### src/ppl_pkg.sv
// ----------------------------------------------------------------------------
// ppl_pkg: shared types and constants of the pitch pulse locator
// Field widths, register indexes and the controller/datapath interface.
// ----------------------------------------------------------------------------
package ppl_pkg;

    // fixed field widths
    localparam int PITCH_W = 16;
    localparam int SCALE_W = 32;
    localparam int PROD_W  = 48;
    localparam int COUNT_W = 32;
    localparam int FRAC_W  = 16;
    localparam int ADDR_W  = 1;

    // configuration register indexes
    localparam logic [ADDR_W-1:0] REG_TURN_SCALE    = 1'd0;
    localparam logic [ADDR_W-1:0] REG_DEFAULT_PITCH = 1'd1;

    // configuration reset values
    localparam logic [SCALE_W-1:0] TURN_SCALE_RST    = 32'd366503876;
    localparam logic [PITCH_W-1:0] DEFAULT_PITCH_RST = 16'd8000;

    // commands from controller to datapath
    typedef struct packed {
        logic capture;   // take input word
        logic mult;      // register pitch times scale
        logic eval;      // advance phase, set up divider
        logic div_step;  // one restoring division step
        logic load_out;  // load output register
    } ppl_cmd_t;

    // status from datapath to controller
    typedef struct packed {
        logic need_div;  // pulse found and quotient below one
    } ppl_status_t;

endpackage

### src/pitch_pulse_locator_core.sv
// ----------------------------------------------------------------------------
// pitch_pulse_locator_core: pitch pulse locator top level
// Input stream: s_tdata carries the pitch, s_tuser the voiced and restart
// flags. Each accepted word yields exactly one output word on the m_ side:
// the pulse flag in m_tuser, the pulse index and shift fraction in m_tdata.
// A wrapping phase advances by the upper PHASE_BITS bits of pitch times
// turn_scale per sample; a jump of more than half a turn marks a pulse at the previous sample index.
// The restoring divider runs only when a pulse is found with a quotient
// below one and yields one quotient bit per cycle. One word is in work at
// a time, so the next word is accepted only once the current one has
// been loaded into the output register.
// The output register lets the next word be accepted while a result waits;
// a stalled receiver holds m_tvalid and the word, and the block waits in its
// output step until the register frees.
// Reset clears phase, sample counter and valid flags and loads the register
// defaults. Configuration writes (cfg_we, cfg_addr, cfg_data) take effect
// at once and must come only while the block is idle.
// ----------------------------------------------------------------------------
module pitch_pulse_locator_core #(
    parameter int PHASE_BITS    = 32,
    parameter int FRACTION_BITS = 16
) (
    input  logic                           clk,
    input  logic                           rst_n,
    // configuration write port
    input  logic                           cfg_we,
    input  logic [ppl_pkg::ADDR_W-1:0]     cfg_addr,
    input  logic [ppl_pkg::SCALE_W-1:0]    cfg_data,
    // input stream
    input  logic                           s_tvalid,
    output logic                           s_tready,
    input  logic [15:0]                    s_tdata,   // [15:0] pitch
    input  logic [1:0]                     s_tuser,   // [0] voiced, [1] restart
    // output stream
    output logic                           m_tvalid,
    input  logic                           m_tready,
    output logic [47:0]                    m_tdata,   // [31:0] pulse_index,
                                                      // [47:32] shift_fraction
    output logic [0:0]                     m_tuser    // [0] pulse
);
    import ppl_pkg::*;

    ppl_cmd_t           cmd;
    ppl_status_t        status;
    logic               pulse;
    logic [COUNT_W-1:0] pulse_index;
    logic [FRAC_W-1:0]  shift_fraction;

    // controller
    ppl_ctrl #(
        .FRACTION_BITS (FRACTION_BITS)
    ) u_ctrl (
        .clk      (clk),
        .rst_n    (rst_n),
        .s_tvalid (s_tvalid),
        .s_tready (s_tready),
        .m_tvalid (m_tvalid),
        .m_tready (m_tready),
        .status   (status),
        .cmd      (cmd)
    );

    // datapath
    ppl_datapath #(
        .PHASE_BITS    (PHASE_BITS),
        .FRACTION_BITS (FRACTION_BITS)
    ) u_datapath (
        .clk            (clk),
        .rst_n          (rst_n),
        .cfg_we         (cfg_we),
        .cfg_addr       (cfg_addr),
        .cfg_data       (cfg_data),
        .pitch          (s_tdata[PITCH_W-1:0]),
        .voiced         (s_tuser[0]),
        .restart        (s_tuser[1]),
        .cmd            (cmd),
        .status         (status),
        .pulse          (pulse),
        .pulse_index    (pulse_index),
        .shift_fraction (shift_fraction)
    );

    // output packing
    assign m_tdata = {shift_fraction, pulse_index};
    assign m_tuser = pulse;

`ifndef SYNTHESIS
    // no pulse means an all-zero word
    assert property (@(posedge clk) disable iff (!rst_n)
        (m_tvalid && !m_tuser[0]) |-> (m_tdata == '0))
        else $error("non-pulse word carries data");

    // one word in work at a time
    assert property (@(posedge clk) disable iff (!rst_n)
        (s_tvalid && s_tready) |=> !s_tready)
        else $error("input taken while a word is in work");

    // divider runs only after an evaluation
    assert property (@(posedge clk) disable iff (!rst_n)
        (cmd.div_step && !$past(cmd.div_step)) |-> $past(cmd.eval))
        else $error("divider started without evaluation");
`endif

endmodule

### src/ppl_ctrl.sv
// ----------------------------------------------------------------------------
// ppl_ctrl: sequencing controller
// Steps one word through multiply, evaluate, divide when needed and output load.
// ----------------------------------------------------------------------------
module ppl_ctrl #(
    parameter int FRACTION_BITS = 16
) (
    input  logic                clk,
    input  logic                rst_n,
    input  logic                s_tvalid,
    output logic                s_tready,
    output logic                m_tvalid,
    input  logic                m_tready,
    input  ppl_pkg::ppl_status_t status,
    output ppl_pkg::ppl_cmd_t    cmd
);
    import ppl_pkg::*;

    localparam int CNT_W = $clog2(FRACTION_BITS);

    typedef enum logic [2:0] {
        S_IDLE,
        S_MULT,
        S_EVAL,
        S_DIV,
        S_WRITE
    } state_t;

    state_t             state_reg;
    logic [CNT_W-1:0]   cnt_reg;
    logic               out_valid_reg;
    logic               out_free;

    assign out_free = !out_valid_reg || m_tready;
    assign s_tready = (state_reg == S_IDLE);
    assign m_tvalid = out_valid_reg;

    // command decode
    always_comb
    begin
        cmd          = '0;
        cmd.capture  = (state_reg == S_IDLE) && s_tvalid;
        cmd.mult     = (state_reg == S_MULT);
        cmd.eval     = (state_reg == S_EVAL);
        cmd.div_step = (state_reg == S_DIV);
        cmd.load_out = (state_reg == S_WRITE) && out_free;
    end

    // state, step counter and output valid
    always_ff @(posedge clk or negedge rst_n)
    begin
        if (!rst_n)
        begin
            state_reg     <= S_IDLE;
            cnt_reg       <= '0;
            out_valid_reg <= 1'b0;
        end
        else
        begin
            if (out_valid_reg && m_tready)
                out_valid_reg <= 1'b0;
            case (state_reg)
                S_IDLE:
                begin
                    if (s_tvalid)
                        state_reg <= S_MULT;
                end
                S_MULT:
                begin
                    state_reg <= S_EVAL;
                end
                S_EVAL:
                begin
                    cnt_reg <= CNT_W'(FRACTION_BITS - 1);
                    if (status.need_div)
                        state_reg <= S_DIV;
                    else
                        state_reg <= S_WRITE;
                end
                S_DIV:
                begin
                    cnt_reg <= cnt_reg - 1'b1;
                    if (cnt_reg == '0)
                        state_reg <= S_WRITE;
                end
                S_WRITE:
                begin
                    if (out_free)
                    begin
                        out_valid_reg <= 1'b1;
                        state_reg     <= S_IDLE;
                    end
                end
                default:
                begin
                    state_reg <= S_IDLE;
                end
            endcase
        end
    end

endmodule

### src/ppl_datapath.sv
// ----------------------------------------------------------------------------
// ppl_datapath: phase accumulator, pulse detector and fraction divider
// Holds configuration, phase state, restoring divider and output word.
// ----------------------------------------------------------------------------
module ppl_datapath #(
    parameter int PHASE_BITS    = 32,
    parameter int FRACTION_BITS = 16
) (
    input  logic                                  clk,
    input  logic                                  rst_n,
    input  logic                                  cfg_we,
    input  logic [ppl_pkg::ADDR_W-1:0]            cfg_addr,
    input  logic [ppl_pkg::SCALE_W-1:0]           cfg_data,
    input  logic [ppl_pkg::PITCH_W-1:0]           pitch,
    input  logic                                  voiced,
    input  logic                                  restart,
    input  ppl_pkg::ppl_cmd_t                     cmd,
    output ppl_pkg::ppl_status_t                  status,
    output logic                                  pulse,
    output logic [ppl_pkg::COUNT_W-1:0]           pulse_index,
    output logic [ppl_pkg::FRAC_W-1:0]            shift_fraction
);
    import ppl_pkg::*;

    localparam int PB = PHASE_BITS;
    localparam int FB = FRACTION_BITS;

    // configuration
    logic [SCALE_W-1:0] turn_scale_reg;
    logic [PITCH_W-1:0] default_pitch_reg;

    // captured word and product
    logic [PITCH_W-1:0] p_reg;
    logic               restart_reg;
    logic [PROD_W-1:0]  prod_reg;

    // phase state
    logic [PB-1:0]      phase_reg;
    logic [COUNT_W-1:0] count_reg;
    logic               first_reg;

    // divider
    logic [PB:0]        rem_reg;
    logic [PB:0]        den_reg;
    logic [FB-1:0]      quo_reg;
    logic               pulse_reg;
    logic [COUNT_W-1:0] index_reg;

    // output word
    logic               out_pulse_reg;
    logic [COUNT_W-1:0] out_index_reg;
    logic [FRAC_W-1:0]  out_frac_reg;

    // evaluation signals
    logic [PB-1:0]      inc;
    logic [PB-1:0]      next_phase;
    logic [PB-1:0]      phase_gap;
    logic [PB:0]        turn;
    logic [PB:0]        num;
    logic [PB:0]        den;
    logic               start;
    logic               crossed;
    logic               sat;
    logic [PB+1:0]      rem_sh;
    logic               ge;
    logic [PB+1:0]      rem_sub;
    logic [FB+FRAC_W-1:0] quo_ext;

    // configuration writes
    always_ff @(posedge clk or negedge rst_n)
    begin
        if (!rst_n)
        begin
            turn_scale_reg    <= TURN_SCALE_RST;
            default_pitch_reg <= DEFAULT_PITCH_RST;
        end
        else if (cfg_we)
        begin
            case (cfg_addr)
                REG_TURN_SCALE:    turn_scale_reg    <= cfg_data;
                REG_DEFAULT_PITCH: default_pitch_reg <= cfg_data[PITCH_W-1:0];
                default:           ;
            endcase
        end
    end

    // phase step and pulse test
    assign inc        = prod_reg[PROD_W-1 -: PB];
    assign start      = first_reg || restart_reg;
    assign next_phase = phase_reg + inc;
    assign phase_gap  = (next_phase >= phase_reg) ? (next_phase - phase_reg)
                                                  : (phase_reg - next_phase);
    assign crossed    = (phase_gap > {1'b1, {(PB-1){1'b0}}});
    assign turn       = {1'b1, {PB{1'b0}}};
    assign num        = turn - {1'b0, phase_reg};
    assign den        = {1'b0, next_phase} + turn - {1'b0, phase_reg};
    assign sat        = (num >= den);

    assign status.need_div = !start && crossed && !sat;

    // restoring division step
    assign rem_sh  = {rem_reg, 1'b0};
    assign ge      = (rem_sh >= {1'b0, den_reg});
    assign rem_sub = rem_sh - {1'b0, den_reg};

    // capture, multiply, evaluate, divide
    always_ff @(posedge clk)
    begin
        if (cmd.capture)
        begin
            p_reg       <= voiced ? pitch : default_pitch_reg;
            restart_reg <= restart;
        end
        if (cmd.mult)
            prod_reg <= PROD_W'(p_reg) * PROD_W'(turn_scale_reg);
        if (cmd.eval)
        begin
            pulse_reg <= !start && crossed;
            index_reg <= (!start && crossed) ? count_reg : '0;
            rem_reg   <= num;
            den_reg   <= den;
            if (!start && crossed && sat)
                quo_reg <= '1;
            else
                quo_reg <= '0;
        end
        if (cmd.div_step)
        begin
            rem_reg <= ge ? rem_sub[PB:0] : rem_sh[PB:0];
            quo_reg <= {quo_reg[FB-2:0], ge};
        end
        if (cmd.load_out)
        begin
            out_pulse_reg <= pulse_reg;
            out_index_reg <= index_reg;
            out_frac_reg  <= quo_ext[FRAC_W-1:0];
        end
    end

    assign quo_ext = {{FRAC_W{1'b0}}, quo_reg};

    // phase and sample counter
    always_ff @(posedge clk or negedge rst_n)
    begin
        if (!rst_n)
        begin
            phase_reg <= '0;
            count_reg <= '0;
            first_reg <= 1'b1;
        end
        else if (cmd.eval)
        begin
            first_reg <= 1'b0;
            if (start)
            begin
                phase_reg <= inc;
                count_reg <= '0;
            end
            else
            begin
                phase_reg <= next_phase;
                count_reg <= count_reg + 1'b1;
            end
        end
    end

    assign pulse          = out_pulse_reg;
    assign pulse_index    = out_index_reg;
    assign shift_fraction = out_frac_reg;

endmodule

### config.mk
export PLATFORM = sky130hd
export DESIGN_NAME = pitch_pulse_locator_core
export DESIGN_NICKNAME = d
export VERILOG_FILES = /design/src/ppl_pkg.sv /design/src/pitch_pulse_locator_core.sv /design/src/ppl_ctrl.sv /design/src/ppl_datapath.sv
export SDC_FILE = /design/constraint.sdc
export NUM_CORES = 2
export LEC_CHECK = 0
export BUFFER_PORTS_ARGS = -buffer_cell sky130_fd_sc_hd__clkbuf_2
export CAP_MARGIN = 30
export CORE_MARGIN = 5
export CORE_UTILIZATION = 65
export DETAILED_ROUTE_END_ITERATION = 12
export PLACE_DENSITY = 0.83
export SLEW_MARGIN = 20
export SYNTH_ARGS = -nofsm -noshare
export SYNTH_HDL_FRONTEND = slang
export SYNTH_SLANG_ARGS = --single-unit
export TNS_END_PERCENT = 100
### constraint.sdc
create_clock -name clk -period 8.6 [get_ports clk]
set_input_delay 2.15 -clock clk [delete_from_list [all_inputs] [get_ports clk]]
set_output_delay 2.15 -clock clk [all_outputs]
set_load 0.01 [all_outputs]
==> summary.txt <==
status -> complete, no violations
Die X -> 248 um
Synth top area share -> 23.0%
Syn Area/Cell -> 9.43 um^2
Syn Inst Count -> 3897
top cells by area, synth -> fa_1 23%, edfxtp_1 17%, ha_1 9.5%
largest net degree at the start of global routing -> 73
Worst path most repeated cell -> ha_1
die area -> 61400 um^2
Final Hold Viols -> 0
proportion of layout cells with a drive suffix above 1 -> 9.00%
IO Pins -> 107
routed length per instance -> 19.5 um
Slew Viols, Final -> 0
Hold Crit Start -> u_datapath.quo_reg[15]
H-Tree Depth -> 2
Core Rows -> 87
Clock Latency Late Sink -> 0.56 ns
max-cap violation count -> 0
P&R area growth vs syn -> 6.34%
CTS tree -> built
setup TNS -> 0 ns
Ys Warns -> 0
Vias -> 28400
Worst Max-Slew Pin Slew -> 0.975 ns
Setup-failing EPs final -> 0
WP data arrival -> 8.52 ns
Critical Path RT -> 9.04 ns
worst reg-to-reg setup slack -> 0.52 ns
Final nets -> 4673
clk slew on worst S/H paths -> 0.06 ns
Setup CP Type -> flip-flop to flip-flop
cell taking the most area after synthesis -> fa_1
Resized cells post-CTS -> 0
total grt overflow -> 0
core area -> 56200 um^2
height of the die -> 248 um
Tmin final -> 8.08 ns
# DRC -> 0
top_reg_cell synth -> edfxtp_1
CTS Buf Count -> 37
final cycle utilization of the critical path -> 93.9%
global-route wire length before repair -> 149000 um
gpl congestion -> 0.982
Yosys reg bits -> 334
Worst Path Max Fanout -> 16
EDFF count, synth -> 213
f_max -> 124 MHz
IO buf count -> 106
Seq/Total Area, Yosys -> 25.7%
area occupied by registers -> 9450 um^2
clk sinks -> 334
Setup WS pre-CTS -> 0.716 ns
ant diodes -> 0
crit path launch -> u_datapath.phase_reg[0]
CP peak stage delay -> 0.64 ns
Post-Synthesis Net Count -> 4653
startpoint types -> flip-flop
top cells by count, synth -> 595 x nand2_1, 566 x inv_1, 422 x fa_1, 278 x ha_1, 213 x edfxtp_1
worst hold stages -> 0
FFs w/ async S/R, synth -> 36.2%
final wirelength -> 91500 um
post-cts hold buffer count -> 0
reg2reg path depth -> 30
most common cell in the netlist -> nand2_1
Starting Density -> 65.4%
post-route ant nets -> 0
Post-CTS Setup Repair Bufs -> 0
Slowest cell on crit path -> ha_1
Netlist Area Pre-Place -> 36700 um^2
fill cell total of the finished layout -> 4228
post-synth cell types -> 88
CTS root buffer -> clkbuf_16
clock skew -> 0.0188 ns
multi-input combinational cell area -> 24500 um^2
initial antenna violation count -> 0
Hold Path End -> u_datapath.shift_fraction[15]
final worst slack -> 0.524 ns
dpl hpwl -> 69900 um
RR Endpoint -> u_ctrl.state_reg[2]
worst hold path type -> flip-flop to flip-flop
All-Layer GR Usage -> 30.1%
RSZ-0062 raised after global routing -> false
vias per cell -> 6.03
number of global-route vias before repair -> 28800
relative slew slack -> 34.9%
First-pass DRT Iterations -> 6
Clock Path Buffers -> 3
DR iter-0 viols -> 2406
reg2reg start -> u_datapath.phase_reg[0]
Worst Setup End Kind -> flip-flop
[cells by family after synthesis]
logic type / after synthesis / share of synthesized area [%]
buf+inv: 731 / 7.71
mux: 98 / 2.90
compound gates: 648 / 11.3
xor+xnor: 179 / 4.27
fa+ha+maj: 700 / 32.5
flops: 334 / 25.7
simple gates: 1207 / 15.6
[per-stage QoR]
stage / hold slack (ns) / std cells / area [um^2] / util, %
6_report: 0.419 / 4700 / 39100 / 69.5
3_5_place_dp: 0.405 / 4634 / 37900 / 67.4
2_1_floorplan: 0.400 / 3897 / 36700 / -
4_1_cts: 0.419 / 4700 / 39100 / 69.5
5_1_grt: 0.427 / 4700 / 39100 / 69.5
3_3_place_gp: 0.402 / 4633 / 37800 / 67.4
[metal layers]
metal / global-route usage (%) / wire length [um] / vias to the layer above
met5: 0 / 0 / -
met4: 11.0 / 3950 / 0
met3: 5.13 / 7610 / 268
met2: 48.6 / 42500 / 1338
met1: 41.6 / 37400 / 13900
li1: - / - / 12900
[critical path: cells and delay by family, from the launching register on]
| family | cells | cell delay [ns] |
|---|---|---|
| AO/OA/AOI/OAI | 13 | 3.09 |
| AND/OR/NAND/NOR | 9 | 1.82 |
| adder cells (fa/ha/maj) | 4 | 1.81 |
| XOR/XNOR | 2 | 0.49 |
| flip-flops | 1 | 0.42 |
| buffers and inverters | 2 | 0.32 |
[placed cells by master, fill, tap and decap left out, types with 22 or more instances in the layout]
cell / count
dfrtp_1: 99
ha_1: 278
a31oi_1: 41
dfstp_2: 22
and2_1: 157
xnor2_1: 117
buf_4: 38
o21bai_1: 22
clkbuf_2: 105
mux2_2: 66
edfxtp_1: 213
and2_4: 30
inv_1: 566
nand4_1: 30
nor3_1: 39
xor2_1: 62
o211ai_1: 22
nor2b_1: 22
mux2i_1: 32
nor2_1: 157
nand2_1: 594
a21o_1: 88
o21ai_0: 146
clkbuf_16: 38
fa_1: 422
and3_1: 25
a21oi_1: 180
nand3_1: 54
[cell type report]
type,count,share of cell area [%]
Tap cell,756,2.42
Timing Repair Buffer,145,2.18
Inverter,567,5.46
Sequential cell,334,24.2
Clock buffer,48,2.63
Multi-Input combinational cell,2832,62.7
Clock inverter,18,0.429
[worst max path at each step]
stage / to / slack, ns / cells past startpoint
floorplan: u_ctrl.state_reg[2] / 1.62 / 29
global placement: u_ctrl.state_reg[2] / 0.83 / 29
detailed placement: u_ctrl.state_reg[2] / 0.72 / 30
CTS: u_ctrl.state_reg[2] / 0.64 / 29
global route: u_ctrl.state_reg[2] / 0.03 / 30
finish: u_ctrl.state_reg[2] / 0.52 / 30
Power is not shown: default switching activity piles up to over one toggle a cycle in this logic, so the estimate is an artifact.
